## config.mk

```make
export PLATFORM = sky130hd
export DESIGN_NAME = wvts_useq
export DESIGN_NICKNAME = d
export VERILOG_FILES = /design/src/wvts_pkg.sv /design/src/wvts_useq.sv
export VERILOG_INCLUDE_DIRS = /design/src /design/src/src
export SDC_FILE = /design/constraint.sdc
export NUM_CORES = 1
export LEC_CHECK = 0
export ABC_AREA = 1
export BUFFER_PORTS_ARGS = -buffer_cell sky130_fd_sc_hd__clkbuf_2
export CAP_MARGIN = 15
export CORE_AREA = 10 10 47 49
export CTS_CLUSTER_SIZE = 28
export DETAILED_ROUTE_END_ITERATION = 16
export DIE_AREA = 0 0 57 59
export PLACE_DENSITY_LB_ADDON = 0.15
export SLEW_MARGIN = 20
export SYNTH_ARGS = -nofsm -noshare
export SYNTH_HDL_FRONTEND = slang
export SYNTH_SLANG_ARGS = --single-unit
```

## constraint.sdc

```tcl
create_clock -name clk -period 1.77 [get_ports clk]
set_input_delay 0.0885 -clock clk [delete_from_list [all_inputs] [get_ports clk]]
set_output_delay 0.0885 -clock clk [all_outputs]
set_load 0.01 [all_outputs]
```

## src/word_value_table_search_core_assert.svh

```systemverilog
// ----------------------------------------------------------------------------
// Assertion macros for the word/value table search core
// Shared same-cycle-implication and next-cycle-implication property forms.
// ----------------------------------------------------------------------------
`ifndef WORD_VALUE_TABLE_SEARCH_CORE_ASSERT_SVH
`define WORD_VALUE_TABLE_SEARCH_CORE_ASSERT_SVH

// same-cycle implication, disabled while reset is asserted
`define WVTS_ASSERT_IMPL(lbl, clk_s, rst_n_s, ante, cons, msg) \
	lbl: assert property (@(posedge clk_s) disable iff (!rst_n_s) (ante) |-> (cons)) \
		else $error(msg);

// next-cycle implication, disabled while reset is asserted
`define WVTS_ASSERT_NEXT(lbl, clk_s, rst_n_s, ante, cons, msg) \
	lbl: assert property (@(posedge clk_s) disable iff (!rst_n_s) (ante) |=> (cons)) \
		else $error(msg);

`endif

```

## src/wvts_pkg.sv

```systemverilog
// ----------------------------------------------------------------------------
// wvts_pkg
// Word types, codes and the microcode program of the table search core.
// ----------------------------------------------------------------------------
package wvts_pkg;

	localparam int DEF_TABLE_ENTRIES = 256;
	localparam int DEF_KEY_CHARS     = 8;

	localparam int KEY_IN_W  = 64;
	localparam int VALUE_W   = 32;
	localparam int SLOT_W    = 8;
	localparam int CNT_W     = 9;
	localparam int POS_W     = CNT_W + 1;
	localparam int STEP_W    = CNT_W - 1;
	localparam int UPC_W     = 3;
	localparam int CFG_IDX_W = 1;

	localparam logic [7:0] CHAR_BELOW_A = 8'd64;
	localparam logic [7:0] CHAR_PAST_Z  = 8'd91;
	localparam logic [7:0] CASE_OFFSET  = 8'd32;

	localparam logic CMD_LOAD   = 1'b0;
	localparam logic CMD_LOOKUP = 1'b1;

	localparam logic MODE_LINEAR = 1'b0;
	localparam logic MODE_PROBE  = 1'b1;

	localparam logic [CFG_IDX_W-1:0] CFG_ENTRY_COUNT = 1'b0;
	localparam logic [CFG_IDX_W-1:0] CFG_SEARCH_MODE = 1'b1;

	typedef struct packed {
		logic                      cmd;
		logic [SLOT_W-1:0]         slot;
		logic [KEY_IN_W-1:0]       key;
		logic signed [VALUE_W-1:0] entry_value;
	} in_word_t;

	typedef struct packed {
		logic signed [VALUE_W-1:0] value;
		logic                      found;
	} out_word_t;

	typedef enum logic [2:0] {
		OP_NOP,
		OP_INIT,
		OP_RD,
		OP_UPD,
		OP_FIN,
		OP_WR
	} uop_t;

	typedef enum logic [2:0] {
		C_NEVER,
		C_ALWAYS,
		C_NO_WORD,
		C_LOAD,
		C_OOB,
		C_MORE,
		C_OUT_FREE
	} cond_t;

	typedef struct packed {
		uop_t             op;
		cond_t            cond;
		logic [UPC_W-1:0] target;
	} ucode_t;

	typedef struct packed {
		uop_t op;
		logic take;
	} ctl_t;

	typedef struct packed {
		logic is_load;
		logic oob;
		logic more;
		logic out_free;
	} stat_t;

	localparam logic [UPC_W-1:0] UA_IDLE  = 3'd0;
	localparam logic [UPC_W-1:0] UA_DISP  = 3'd1;
	localparam logic [UPC_W-1:0] UA_INIT  = 3'd2;
	localparam logic [UPC_W-1:0] UA_PROBE = 3'd3;
	localparam logic [UPC_W-1:0] UA_CMP   = 3'd4;
	localparam logic [UPC_W-1:0] UA_FIN   = 3'd5;
	localparam logic [UPC_W-1:0] UA_HOLD  = 3'd6;
	localparam logic [UPC_W-1:0] UA_WRITE = 3'd7;

	// Control store: jump to target when the condition holds, else fall through.
	function automatic ucode_t ucode_rom(input logic [UPC_W-1:0] upc);
		ucode_t w;
		unique case (upc)
			UA_IDLE:  w = '{op: OP_NOP,  cond: C_NO_WORD,  target: UA_IDLE};
			UA_DISP:  w = '{op: OP_NOP,  cond: C_LOAD,     target: UA_WRITE};
			UA_INIT:  w = '{op: OP_INIT, cond: C_NEVER,    target: UA_IDLE};
			UA_PROBE: w = '{op: OP_RD,   cond: C_OOB,      target: UA_FIN};
			UA_CMP:   w = '{op: OP_UPD,  cond: C_MORE,     target: UA_PROBE};
			UA_FIN:   w = '{op: OP_FIN,  cond: C_OUT_FREE, target: UA_IDLE};
			UA_HOLD:  w = '{op: OP_NOP,  cond: C_ALWAYS,   target: UA_FIN};
			UA_WRITE: w = '{op: OP_WR,   cond: C_ALWAYS,   target: UA_FIN};
			default:  w = '{op: OP_NOP,  cond: C_ALWAYS,   target: UA_IDLE};
		endcase
		return w;
	endfunction

endpackage

```

## src/wvts_useq.sv

```systemverilog
// ----------------------------------------------------------------------------
// wvts_useq
// Microcode sequencer: step counter, control store and jump conditions.
// ----------------------------------------------------------------------------
`include "word_value_table_search_core_assert.svh"

module wvts_useq (
	input  logic            clk,
	input  logic            arst_n,
	input  logic            in_valid,
	output logic            in_ready,
	input  wvts_pkg::stat_t stat,
	output wvts_pkg::ctl_t  ctl
);
	import wvts_pkg::*;

	logic [UPC_W-1:0] upc_q;
	ucode_t           uword;
	logic             jump;

	assign uword    = ucode_rom(upc_q);
	assign in_ready = (upc_q == UA_IDLE);
	assign ctl.op   = uword.op;
	assign ctl.take = in_valid && in_ready;

	always_comb begin
		unique case (uword.cond)
			C_NEVER:    jump = 1'b0;
			C_ALWAYS:   jump = 1'b1;
			C_NO_WORD:  jump = !in_valid;
			C_LOAD:     jump = stat.is_load;
			C_OOB:      jump = stat.oob;
			C_MORE:     jump = stat.more;
			C_OUT_FREE: jump = stat.out_free;
			default:    jump = 1'b1;
		endcase
	end

	always_ff @(posedge clk or negedge arst_n) begin
		if (!arst_n) begin
			upc_q <= UA_IDLE;
		end else if (jump) begin
			upc_q <= uword.target;
		end else begin
			upc_q <= upc_q + UPC_W'(1);
		end
	end

	`WVTS_ASSERT_NEXT(a_take_dispatch, clk, arst_n, ctl.take, upc_q == UA_DISP, "accepted word did not reach dispatch")
	`WVTS_ASSERT_IMPL(a_cmp_after_probe, clk, arst_n, upc_q == UA_CMP, $past(upc_q) == UA_PROBE, "compare step without a preceding read")

endmodule

```

==> results.toml <==
[drt]
antenna_left = 0
route.vias.total = 483
firstDrtPassIters = 4
drtIter0Drc = 6
wl_per_cell_um = 10.9
drc = 0
routed_wl_um = 1110
via_per_inst = 4.74

[global_routing]
overflow = 0
grt_antenna_before_repair = 0
grt_pass1_vias = 495
grt_max_degree = 12
grt_pass1_wl_um = 2070
track_usage_pct = 7.67

[pwr]
clkPwrFrac_pct = 10.6
p_sw_uw = 655
p_leak_nw = 0.339
p_per_area_nw_per_um2 = 2130
swShare_pct = 55.1
comb_power_share_pct = 73.9
internal_power_uw = 534
seq_power_share_pct = 15.5
ir_drop_uv = 816

[layout]
reg.largest.list = "upc_q: 3 flops"
regMostFlops = "upc_q"
multiInputGateArea_sq_um = 305
areaGrowthSynthToFinish_pct = 23.1
drive_gt1_share_pct = 32.6
ff_latch_area_sq_um = 76.3
mostFrequentLayoutCell = "nand2_1"
fillers = 161
n_antenna_cell = 0
final_nets = 100
final_cell_mix = "18 x nand2_1, 11 x clkbuf_2, 10 x inv_1, 8 x o21ai_0"
largest_reg_flops = 3

[yosys]
synth_cell_types = 16
syn-cell-area_sq_um = 454
synth_fp_nets = 83
synth_top_area_share_pct = 16.5
synth.largest_area_cell = "dfrtp_1"
synth_warnings = 0
syn_avg_cell_area_sq_um = 6.49
seq_area_frac_synth_pct = 16.5
ys_seq_elements = 3
synth_area_leaders = "dfrtp_1 17%, ha_1 17%, nand2_1 15%"
netlist_instances = 70

[floorplanning]
row_count = 14
ios = 12
die_area_sq_um = 3360
core-area_sq_um = 1400
start_util_pct = 32.4
fp.dieH_um = 59
fp.dieW_um = 57

[setup_path]
cp-endpoint = "upc_q[1]"
endpoint_kind = "register"
cp.depth = 10
critPathLaunchType = "register"
critPathArrivalTime_ps = 1740
r2r_slack_ps = 200
crit_fanout = 7
cp_slowest_cell = "dfrtp_2"
timing.critical_path.buf_inv = 1
cp_cell_sequence = "ha_1 -> nand2_1 -> o21ai_0 -> o21ai_0 -> nand2_1 -> nand2_1 -> inv_2 -> nand2_2 -> nand2_1 -> nand2_1"
r2r-start = "upc_q[0]"
worstPathRequired_ps = 1940
r2r-end = "upc_q[1]"
r2r_cells = 10
cpLargestDelayFamily = "flip-flops"
cpPeakStageDelay_ps = 460
cp_common_cell = "nand2_1"
crit_start = "upc_q[0]"
crit_type = "reg2reg"

[timing]
tns_ps = 0
layout_setup_ws_ps = 197
hold_viol_final = 0
max_freq_mhz = 636
drv_slew = 0
relSlewSlack_pct = 74.5
post-route-min-period_ps = 1570
setup_violations = 0
rsz0062_at_grt = "no"
worst_pin_slew_ps = 382
fin_skew_ps = 11.6
fin_crit_sh_pct = 88.9

[clocking]
clock_path_buffers = 2
clockRootBuffer = "clkbuf_4"
clk_pin_slew_ps = 40
cts_made_buffers = 3
clk_latency_ps = 240
cts_tree = "yes"
cts_sinks = 3
cts_max_level = 1

[placed_design]
dp_slack_ps = 183
place.gp.congestion = 0.791
dp_hpwl_um = 911
port_buffers = 11

[run]
maxCapViolations = 0

[run_status]
status = "finished clean"

[hold_path]
worstHoldPathType = "in2async"
metal layers:
metal / track usage, % / vias up / wire length (um) / share of wire, %
met5: 0 / - / 0 / 0
met4: 5.70 / 0 / 0 / 0
met3: 2.79 / 0 / 64 / 5.8
met1: 8.38 / 217 / 472 / 42
met2: 11.9 / 17 / 575 / 52
li1: - / 249 / - / -
what timing repair did:
item,4_1_cts,5_1_grt
hold buffers,1,0
endpoints found under the hold margin,3,0
setup endpoints to repair,0,2
buffers inserted,0,0
resized for setup,0,1
cell families after synthesis:
family | after synthesis | share of synthesized area (%)
xor gates and xnor gates | 1 | 1.93
and+or+nand+nor | 35 | 36.6
AOI/OAI and AO/OA | 10 | 12.1
DFF | 3 | 16.5
buffers and inverters | 15 | 16.3
adders and majority gates | 6 | 16.5
Yosys cell counts:
| cell | instances |
|---|---|
| nand2_1 | 18 |
| buf_6 | 2 |
| nand3_1 | 5 |
| nand3_2 | 2 |
| o21a_1 | 1 |
| nor3_1 | 1 |
| nor2_1 | 3 |
| inv_2 | 2 |
| dfrtp_1 | 3 |
| nand2_2 | 6 |
| xor2_1 | 1 |
| o21bai_1 | 1 |
| o21ai_0 | 8 |
| inv_4 | 1 |
| ha_1 | 6 |
| inv_1 | 10 |
worst register-to-register path, stage by stage, from the launching register on:
cell and delay (ps):
dfrtp_2 460, ha_1 270, nand2_1 80, o21ai_0 120, o21ai_0 190, nand2_1 70, nand2_1 70, inv_2 50
nand2_2 80, nand2_1 60, nand2_1 50
power groups by stage:
| stage | registers [mW] | logic [mW] | clock network (mW) |
|---|---|---|---|
| after global placement | 0.187 | 0.876 | 0 |
| after floorplan | 0.147 | 0.719 | 0 |
| after CTS | 0.184 | 0.881 | 0.127 |
| final | 0.184 | 0.879 | 0.126 |
| after detailed placement | 0.185 | 0.877 | 0 |
| after global routing | 0.195 | 1.04 | 0.135 |
cell type report:
cell class	count	area share [%]
multi-input cells	52	54.6
repair buffers	14	14.3
flip-flops and latches	3	13.6
inverters	13	9.17
clock buffers	4	4.70
well taps	16	3.58
how the worst min path moves through the flow:
stage	startpoint	endpoint	slack [ps]	cells after the start
after floorplan	arst_n	upc_q[0]	-210	0
after global placement	arst_n	upc_q[2]	-110	1
after detailed placement	arst_n	upc_q[1]	-110	1
after CTS	arst_n	upc_q[2]	180	2
after global routing	arst_n	upc_q[2]	170	2
final	arst_n	upc_q[2]	170	2
metrics by stage:
step	std cells	cell area (sq um)	power (mW)	hold slack [ps]	util, %
after floorplan	70	454	0.866	-207	-
after global placement	97	522	1.06	-114	37.2
after detailed placement	97	522	1.06	-112	37.2
after CTS	102	558	1.19	176	39.8
after global routing	102	559	1.37	175	39.9
final	102	559	1.19	169	39.9
(Power assumes the default switching activity.)
