**src/word_value_table_search_core_assert.svh**
```systemverilog
// ----------------------------------------------------------------------------
// Assertion macros for the word/value table search core
// Shared same-cycle-implication and next-cycle-implication property forms.
// ----------------------------------------------------------------------------
`ifndef WORD_VALUE_TABLE_SEARCH_CORE_ASSERT_SVH
`define WORD_VALUE_TABLE_SEARCH_CORE_ASSERT_SVH

// same-cycle implication, disabled while reset is asserted
`define WVTS_ASSERT_IMPL(lbl, clk_s, rst_n_s, ante, cons, msg) \
	lbl: assert property (@(posedge clk_s) disable iff (!rst_n_s) (ante) |-> (cons)) \
		else $error(msg);

// next-cycle implication, disabled while reset is asserted
`define WVTS_ASSERT_NEXT(lbl, clk_s, rst_n_s, ante, cons, msg) \
	lbl: assert property (@(posedge clk_s) disable iff (!rst_n_s) (ante) |=> (cons)) \
		else $error(msg);

`endif

```
**src/wvts_pkg.sv**
```systemverilog
// ----------------------------------------------------------------------------
// wvts_pkg
// Word types, codes and the microcode program of the table search core.
// ----------------------------------------------------------------------------
package wvts_pkg;

	localparam int DEF_TABLE_ENTRIES = 256;
	localparam int DEF_KEY_CHARS     = 8;

	localparam int KEY_IN_W  = 64;
	localparam int VALUE_W   = 32;
	localparam int SLOT_W    = 8;
	localparam int CNT_W     = 9;
	localparam int POS_W     = CNT_W + 1;
	localparam int STEP_W    = CNT_W - 1;
	localparam int UPC_W     = 3;
	localparam int CFG_IDX_W = 1;

	localparam logic [7:0] CHAR_BELOW_A = 8'd64;
	localparam logic [7:0] CHAR_PAST_Z  = 8'd91;
	localparam logic [7:0] CASE_OFFSET  = 8'd32;

	localparam logic CMD_LOAD   = 1'b0;
	localparam logic CMD_LOOKUP = 1'b1;

	localparam logic MODE_LINEAR = 1'b0;
	localparam logic MODE_PROBE  = 1'b1;

	localparam logic [CFG_IDX_W-1:0] CFG_ENTRY_COUNT = 1'b0;
	localparam logic [CFG_IDX_W-1:0] CFG_SEARCH_MODE = 1'b1;

	typedef struct packed {
		logic                      cmd;
		logic [SLOT_W-1:0]         slot;
		logic [KEY_IN_W-1:0]       key;
		logic signed [VALUE_W-1:0] entry_value;
	} in_word_t;

	typedef struct packed {
		logic signed [VALUE_W-1:0] value;
		logic                      found;
	} out_word_t;

	typedef enum logic [2:0] {
		OP_NOP,
		OP_INIT,
		OP_RD,
		OP_UPD,
		OP_FIN,
		OP_WR
	} uop_t;

	typedef enum logic [2:0] {
		C_NEVER,
		C_ALWAYS,
		C_NO_WORD,
		C_LOAD,
		C_OOB,
		C_MORE,
		C_OUT_FREE
	} cond_t;

	typedef struct packed {
		uop_t             op;
		cond_t            cond;
		logic [UPC_W-1:0] target;
	} ucode_t;

	typedef struct packed {
		uop_t op;
		logic take;
	} ctl_t;

	typedef struct packed {
		logic is_load;
		logic oob;
		logic more;
		logic out_free;
	} stat_t;

	localparam logic [UPC_W-1:0] UA_IDLE  = 3'd0;
	localparam logic [UPC_W-1:0] UA_DISP  = 3'd1;
	localparam logic [UPC_W-1:0] UA_INIT  = 3'd2;
	localparam logic [UPC_W-1:0] UA_PROBE = 3'd3;
	localparam logic [UPC_W-1:0] UA_CMP   = 3'd4;
	localparam logic [UPC_W-1:0] UA_FIN   = 3'd5;
	localparam logic [UPC_W-1:0] UA_HOLD  = 3'd6;
	localparam logic [UPC_W-1:0] UA_WRITE = 3'd7;

	// Control store: jump to target when the condition holds, else fall through.
	function automatic ucode_t ucode_rom(input logic [UPC_W-1:0] upc);
		ucode_t w;
		unique case (upc)
			UA_IDLE:  w = '{op: OP_NOP,  cond: C_NO_WORD,  target: UA_IDLE};
			UA_DISP:  w = '{op: OP_NOP,  cond: C_LOAD,     target: UA_WRITE};
			UA_INIT:  w = '{op: OP_INIT, cond: C_NEVER,    target: UA_IDLE};
			UA_PROBE: w = '{op: OP_RD,   cond: C_OOB,      target: UA_FIN};
			UA_CMP:   w = '{op: OP_UPD,  cond: C_MORE,     target: UA_PROBE};
			UA_FIN:   w = '{op: OP_FIN,  cond: C_OUT_FREE, target: UA_IDLE};
			UA_HOLD:  w = '{op: OP_NOP,  cond: C_ALWAYS,   target: UA_FIN};
			UA_WRITE: w = '{op: OP_WR,   cond: C_ALWAYS,   target: UA_FIN};
			default:  w = '{op: OP_NOP,  cond: C_ALWAYS,   target: UA_IDLE};
		endcase
		return w;
	endfunction

endpackage

```
**src/wvts_dp.sv**
```systemverilog
// ----------------------------------------------------------------------------
// wvts_dp
// Search datapath: word capture, case folding, probe position and step,
// key compare, result register.
// ----------------------------------------------------------------------------
`include "word_value_table_search_core_assert.svh"

module wvts_dp #(
	parameter int ENTRIES   = wvts_pkg::DEF_TABLE_ENTRIES,
	parameter int KEY_CHARS = wvts_pkg::DEF_KEY_CHARS,
	parameter int KEY_W     = 8 * KEY_CHARS,
	parameter int AW        = (ENTRIES > 1) ? $clog2(ENTRIES) : 1
) (
	input  logic                                clk,
	input  logic                                arst_n,
	input  wvts_pkg::ctl_t                      ctl,
	output wvts_pkg::stat_t                     stat,
	input  wvts_pkg::in_word_t                  in_data,
	input  logic                                mode,
	input  logic [wvts_pkg::CNT_W-1:0]          count,
	output logic                                mem_we,
	output logic [AW-1:0]                       mem_waddr,
	output logic [KEY_W-1:0]                    mem_wkey,
	output logic signed [wvts_pkg::VALUE_W-1:0] mem_wval,
	output logic                                mem_re,
	output logic [AW-1:0]                       mem_raddr,
	input  logic [KEY_W-1:0]                    mem_rkey,
	input  logic signed [wvts_pkg::VALUE_W-1:0] mem_rval,
	output logic                                out_valid,
	input  logic                                out_ready,
	output wvts_pkg::out_word_t                 out_data
);
	import wvts_pkg::*;

	typedef enum logic [1:0] {
		LAST_NONE,
		LAST_UP,
		LAST_DOWN
	} last_t;

	// captured word
	logic                      cmd_q;
	logic [SLOT_W-1:0]         slot_q;
	logic [KEY_W-1:0]          key_q;
	logic signed [VALUE_W-1:0] ev_q;

	// search state
	logic signed [POS_W-1:0]   pos_q;
	logic [STEP_W-1:0]         step_q;
	last_t                     last_q;
	logic                      hit_q;
	logic signed [VALUE_W-1:0] val_q;

	logic                      out_valid_q;
	out_word_t                 out_q;

	logic [KEY_W-1:0]          fold_key;
	logic                      fold_ended;
	logic [7:0]                fold_c;
	logic [7:0]                cmp_s;
	logic [7:0]                cmp_p;
	logic                      cmp_done;
	logic                      cmp_eq;
	logic                      cmp_gt;
	logic                      cmp_lt;
	logic                      stop;
	logic                      out_free;
	logic [CNT_W-1:0]          count_m1;
	logic signed [POS_W-1:0]   step_ext;
	logic signed [POS_W-1:0]   pos_up;
	logic signed [POS_W-1:0]   pos_dn;
	logic signed [POS_W-1:0]   pos_inc;

	// lower-case letters up to the first zero byte
	always_comb begin
		fold_key   = '0;
		fold_ended = 1'b0;
		fold_c     = '0;
		for (int i = 0; i < KEY_CHARS; i++) begin
			fold_c = key_q[8*i +: 8];
			if (fold_c == 8'd0)
				fold_ended = 1'b1;
			if (!fold_ended && fold_c > CHAR_BELOW_A && fold_c < CHAR_PAST_Z)
				fold_c = fold_c + CASE_OFFSET;
			fold_key[8*i +: 8] = fold_c;
		end
	end

	// byte-wise order of stored key against probe key
	always_comb begin
		cmp_eq   = 1'b1;
		cmp_gt   = 1'b0;
		cmp_done = 1'b0;
		cmp_s    = '0;
		cmp_p    = '0;
		for (int i = 0; i < KEY_CHARS; i++) begin
			cmp_s = mem_rkey[8*i +: 8];
			cmp_p = key_q[8*i +: 8];
			if (!cmp_done) begin
				if (cmp_s == 8'd0 && cmp_p == 8'd0) begin
					cmp_done = 1'b1;
				end else if (cmp_s != cmp_p) begin
					cmp_done = 1'b1;
					cmp_eq   = 1'b0;
					cmp_gt   = (cmp_s > cmp_p);
				end
			end
		end
	end

	assign cmp_lt   = !cmp_eq && !cmp_gt;
	assign count_m1 = count - CNT_W'(1);
	assign step_ext = $signed({{(POS_W - STEP_W){1'b0}}, step_q});
	assign pos_up   = pos_q + step_ext;
	assign pos_dn   = pos_q - step_ext;
	assign pos_inc  = pos_q + POS_W'(1);

	// a unit step that turns back ends the probe search
	assign stop = (mode == MODE_PROBE) && (step_q == STEP_W'(1)) &&
		((cmp_gt && last_q == LAST_UP) || (cmp_lt && last_q == LAST_DOWN));

	assign out_free      = !out_valid_q || out_ready;
	assign stat.is_load  = (cmd_q == CMD_LOAD);
	assign stat.oob      = pos_q[POS_W-1] || (pos_q[POS_W-2:0] >= count);
	assign stat.more     = !cmp_eq && !stop;
	assign stat.out_free = out_free;

	assign mem_we    = (ctl.op == OP_WR) && (32'(slot_q) < ENTRIES);
	assign mem_waddr = AW'(slot_q);
	assign mem_wkey  = fold_key;
	assign mem_wval  = ev_q;
	assign mem_re    = (ctl.op == OP_RD);
	assign mem_raddr = AW'($unsigned(pos_q));

	assign out_valid = out_valid_q;
	assign out_data  = out_q;

	always_ff @(posedge clk) begin
		if (ctl.take) begin
			cmd_q  <= in_data.cmd;
			slot_q <= in_data.slot;
			key_q  <= in_data.key[KEY_W-1:0];
			ev_q   <= in_data.entry_value;
		end
		if (ctl.op == OP_UPD && cmp_eq)
			val_q <= mem_rval;
		if (ctl.op == OP_FIN && out_free) begin
			out_q.found <= hit_q;
			out_q.value <= hit_q ? val_q : '0;
		end
	end

	always_ff @(posedge clk or negedge arst_n) begin
		if (!arst_n) begin
			pos_q       <= '0;
			step_q      <= '0;
			last_q      <= LAST_NONE;
			hit_q       <= 1'b0;
			out_valid_q <= 1'b0;
		end else begin
			case (ctl.op)
				OP_INIT: begin
					hit_q  <= 1'b0;
					last_q <= LAST_NONE;
					if (mode == MODE_LINEAR)
						pos_q <= '0;
					else
						pos_q <= $signed({1'b0, count}) - POS_W'(1);
					step_q <= (count_m1 == CNT_W'(1)) ? STEP_W'(1) :
						((STEP_W'(count_m1) == '0) ? STEP_W'(1) : STEP_W'(count_m1));
				end
				OP_RD: begin
					if (mode == MODE_PROBE && step_q != STEP_W'(1))
						step_q <= step_q >> 1;
				end
				OP_UPD: begin
					if (cmp_eq) begin
						hit_q <= 1'b1;
					end else if (mode == MODE_LINEAR) begin
						pos_q <= pos_inc;
					end else if (cmp_gt) begin
						if (step_q == STEP_W'(1))
							last_q <= LAST_DOWN;
						pos_q <= pos_dn;
					end else begin
						if (step_q == STEP_W'(1))
							last_q <= LAST_UP;
						pos_q <= pos_up;
					end
				end
				OP_WR: begin
					hit_q <= 1'b0;
				end
				default: begin
				end
			endcase

			if (ctl.op == OP_FIN && out_free)
				out_valid_q <= 1'b1;
			else if (out_ready)
				out_valid_q <= 1'b0;
		end
	end

	`WVTS_ASSERT_IMPL(a_probe_in_range, clk, arst_n, ctl.op == OP_UPD, !pos_q[POS_W-1] && (pos_q[POS_W-2:0] < count), "compare at a position outside the table")
	`WVTS_ASSERT_IMPL(a_miss_zero_value, clk, arst_n, out_valid_q && !out_q.found, out_q.value == '0, "word without a match carries a nonzero value")

endmodule
```
**config.mk**
```make
export PLATFORM = sky130hd
export DESIGN_NAME = wvts_dp
export DESIGN_NICKNAME = d
export VERILOG_FILES = /design/src/wvts_pkg.sv /design/src/wvts_dp.sv
export VERILOG_INCLUDE_DIRS = /design/src /design/src/src
export SDC_FILE = /design/constraint.sdc
export NUM_CORES = 1
export LEC_CHECK = 0
export BUFFER_PORTS_ARGS = -buffer_cell sky130_fd_sc_hd__clkbuf_2
export CAP_MARGIN = 20
export CORE_AREA = 2 2 126 219
export CTS_BUF_LIST = sky130_fd_sc_hd__clkbuf_2 sky130_fd_sc_hd__clkbuf_4 sky130_fd_sc_hd__clkbuf_8
export CTS_CLUSTER_SIZE = 40
export DETAILED_ROUTE_END_ITERATION = 10
export DIE_AREA = 0 0 128 221
export PLACE_DENSITY_LB_ADDON = 0.25
export SLEW_MARGIN = 20
export SYNTH_ARGS = -nofsm -noshare
export SYNTH_HDL_FRONTEND = slang
export SYNTH_SLANG_ARGS = --single-unit
export TNS_END_PERCENT = 10
```
**constraint.sdc**
```tcl
create_clock -name clk -period 5.6 [get_ports clk]
set_input_delay 0.84 -clock clk [delete_from_list [all_inputs] [get_ports clk]]
set_output_delay 0.84 -clock clk [all_outputs]
set_load 0.05 [all_outputs]
```
==> results <==
- The flow ran to the end, and the final reports show no timing, DRC or antenna violations.
- The number of sinks driven by the clock tree is 192.
- Of the post-synthesis cell area, the dominant cell type holds 0.490.
- The type of the most critical hold path is in -> async.
- In the final layout, the share of cells above drive strength 1 is 0.337.
- During synthesis, Yosys emitted a total of 0 warnings.
- After clock tree synthesis, the repair step resized 0 gates.
- Clock skew on the completed layout was measured at 0.0207 ns.
- TritonCTS built the clock tree.
- By area the synthesized netlist is led by sky130_fd_sc_hd__edfxtp_1, sky130_fd_sc_hd__ha_1, sky130_fd_sc_hd__dfrtp_1.
- The worst setup path is launched from a flop.
- After floorplanning, the core was sized to cover 26500 µm².
- The launch instance of the worst register-to-register path is key_q[40].
- Adding up every negative setup slack in the final design gives 0 ns.
- The number of DRC markers in iteration 0 is 310.
- At the placement stage, the worst setup path has a slack of 0.188 ns.
- At the end of routability-driven placement, the weighted congestion stood at 0.907.
- Summed over all layers, the global routing overflow is 0.
- Entering global routing, the biggest net connects 58 pins.
- The tool flagged a number of max-cap violations equal to 0.
- The final setup violation count is 0.
- The flip-flop cell with the highest count after synthesis is sky130_fd_sc_hd__edfxtp_1.
- Dividing total power by cell area gives a power density of 291 nW/µm².
- The depth of the most critical reg-to-reg path is 20.
- After the flow finishes, the layout carries non-filler instances totaling 1584.
- The net count of the finished layout is 1556.
- For this run, design rule violations remaining after detail routing come to 0.
- The number of failing hold endpoints at the final stage is 0.
- The standard-cell row count is 79.
- Static timing analysis puts the maximum clock frequency at 0.200 GHz.
- The final layout contains routed wiring with a total length of 28900 µm.
- The detail route stage leaves a number of antenna-violating nets equal to 0.
- The die span in x is 128 µm.
- The estimated wirelength of the detail-placed design is 23500 µm.
- The via-per-instance ratio is 5.15.
- The number of buffers added on ports is 369.
- The floorplan step defined a die boundary enclosing 28300 µm².
- The post-route worst hold slack is 0.304 ns.
- The vertical extent of the die is 221 µm.
- The largest buffer count on any clock path is 2.
- Measured on the finished design, the core utilization comes to 0.483.
- The count of distinct cell types in the synthesized netlist is 65.
- The critical path is of the reg -> reg type.
- For this run, the total global-route usage over all layers was measured as 0.201.
- Setup repair after global routing left no endpoint under its margin.
- Along the worst path, the maximum fanout reaches 17.
- Yosys mapped a number of flops with a built-in enable equal to 170.
- For the pin with the worst max-slew slack, the measured transition is 0.899 ns.
- Data on the critical path arrives at its endpoint at 5.36 ns.
- The synthesized netlist occupies a cell area of 10400 µm².
- The clock-pin slew reported for the worst setup and hold paths after clock tree synthesis is 0.12 ns.
- The via count of the first global-routing pass is 8181.
- STA classifies the critical path endpoint as a flop.
- The worst path in the final design needs a cycle of 4.99 ns, including I/O delays and setup.
- After detailed placement, the design holds a cell count of 1547.
- The average instance area after synthesis is 11.5 µm².
- The register-to-register setup slack is 0.61 ns.
- The initial utilization of the core area, before any placement, comes to 0.393.
- The number of max-slew violations in the final report is 0.
- The insertion delay to the later sink of the worst-skew pair is 0.52 ns.
- The cell count after synthesis is 907.
- The largest total area in the synthesized netlist belongs to sky130_fd_sc_hd__edfxtp_1.
- Counting the buffers created by CTS gives 17.
- For this run, the detailed router's first-pass iteration total came to 4.
- The flip-flop and latch count after synthesis is 192.
- The data required time of the critical path is 5.97 ns.
- The endpoint identified for the worst register-to-register timing path is pos_q[9].
- The post-CTS setup repair buffer count is 0.
- The leakage power figure is 5.83 nW.
- The tree is rooted in a sky130_fd_sc_hd__clkbuf_8.
- The first global-routing pass estimated 43300 µm of wire.
- The slack of the critical path is 0.606 ns.
- The worst voltage drop across the vdd grid is 0.161 mV.
- The final route contains 8152 vias.
- The sequential share of the synthesized area is 0.543.
- The total number of H-tree levels is 4.
- Headroom to the max-slew limit came out at 0.399.
- When the netlist entered floorplanning its net count stood at 1221.
- The initial antenna violation count is 8.
- The signed area change from the synthesized netlist to the final layout is 22.7%.
- In the finished design, the share of the clock period the worst path needs comes to 0.892.
- The routed wirelength normalized by instance count is 18.3 µm.
- 370 I/O pins were placed.
- The share of synthesized flip-flops with an asynchronous set or reset is 0.115.
- The hold-fix buffer count after cts is 0.
[per-stage QoR]
stage	area (µm²)	power, mW
CTS	12800	3.76
floorplan	10400	2.46
global route	12800	3.89
finish	12800	3.72
global placement	12300	2.71
detailed placement	12300	2.73
[how the worst max path moves through the flow]
stage | start | to | slack (ns) | cells past startpoint
2_1_floorplan | mem_rkey[5] | pos_q[9] | 0.88 | 20
3_3_place_gp | mem_rkey[55] | pos_q[9] | 0.35 | 21
3_5_place_dp | mem_rkey[41] | pos_q[9] | 0.19 | 21
4_1_cts | key_q[42] | pos_q[9] | 0.65 | 21
5_1_grt | key_q[41] | pos_q[9] | 0.20 | 21
6_report | key_q[40] | pos_q[9] | 0.61 | 20
[cells in the final DEF, fill, tap and decap left out, drive strengths merged, types with 4 or more instances in the layout]
master	count
a21o	12
a21oi	51
a31oi	4
and2	35
and3	7
buf	8
clkbuf	385
clkinv	4
dfrtp	22
diode	5
edfxtp	170
ha	95
inv	110
nand2	62
nand2b	11
nand3	19
nand4	23
nor2	38
nor2b	10
nor3	19
nor4	32
o211ai	6
o21a	11
o21ai	27
o21bai	6
o221ai	8
o311a	5
o31ai	4
or2	4
or4	7
xnor2	11
[area by class of cell]
cell class	instances	area, µm²
flip-flops and latches	192	5660
diodes	5	12.5
repair buffers	376	1900
clock inverters	15	220
clock buffers	17	234
fillers	2489	13700
multi-input cells	556	3980
well taps	324	405
inverters	99	372
[worst max-delay path: stages, from the launching register on]
cell	delay [ns]
sky130_fd_sc_hd__edfxtp_1	0.48
sky130_fd_sc_hd__ha_1	0.31
sky130_fd_sc_hd__nand2_1	0.09
sky130_fd_sc_hd__nor4_1	0.57
sky130_fd_sc_hd__nand3_1	0.15
sky130_fd_sc_hd__o32ai_1	0.28
sky130_fd_sc_hd__buf_4	0.17
sky130_fd_sc_hd__o211ai_1	0.10
sky130_fd_sc_hd__a21boi_1	0.17
sky130_fd_sc_hd__a21o_2	0.31
sky130_fd_sc_hd__o211a_1	0.28
sky130_fd_sc_hd__ha_1	0.27
sky130_fd_sc_hd__nor2b_1	0.13
sky130_fd_sc_hd__o21ai_0	0.21
sky130_fd_sc_hd__a21oi_1	0.13
sky130_fd_sc_hd__o41ai_1	0.42
sky130_fd_sc_hd__o21bai_1	0.11
sky130_fd_sc_hd__a21oi_1	0.20
sky130_fd_sc_hd__xnor3_1	0.32
sky130_fd_sc_hd__nand2_1	0.07
sky130_fd_sc_hd__a31oi_1	0.08
[registers in the layout (all words and copies together), names as in the netlist]
name       flops
cmd_q          1
hit_q          1
key_q         64
last_q         2
mem_waddr      8
mem_wval      32
out_data      33
out_valid      1
pos_q         10
step_q         8
val_q         32
[routing by layer]
layer  track usage  vias up  part of all wire
met3        0.0592       54             0.067
li1              -     3970                 -
met4        0.0801        6             0.027
met1         0.204     3866              0.36
met2         0.378      256              0.55
met5             0        -            0.0015
[report_power, final]
group	switching [mW]	leakage [nW]	internal [mW]
Sequential	0.0833	1.89	1.66
Combinational	0.641	3.72	0.312
Clock	0.656	0.223	0.371
Total	1.38	5.83	2.34
[Yosys cell counts, drive strengths merged (3+ instances only)]
master,n
o31ai,4
nand2b,11
o21a,11
nor3b,3
nor4,32
or4,7
and3,7
ha,95
and3b,3
or2,4
o211ai,6
or3,3
o41ai,3
inv,99
and4,3
o21bai,6
nand3,19
a211oi,3
nor3,19
dfrtp,22
a21o,12
buf,52
o21ai,27
nand4,23
and2,35
clkbuf,8
nor2b,10
o311a,5
xnor2,11
a21boi,3
nor2,38
edfxtp,170
o221ai,8
a21oi,51
xor2,3
nand2,62
a31oi,4
[kinds of logic after synthesis]
group	count (synthesis)	synth area share
AND/OR/NAND/NOR	282	0.146
AO/OA/AOI/OAI	160	0.102
XOR/XNOR	15	0.0139
multiplexers	3	0.00300
buffers and inverters	159	0.0761
flip-flops	192	0.543
adder cells (fa/ha/maj)	96	0.116
Note: power is estimated with default switching activity, not from simulation.
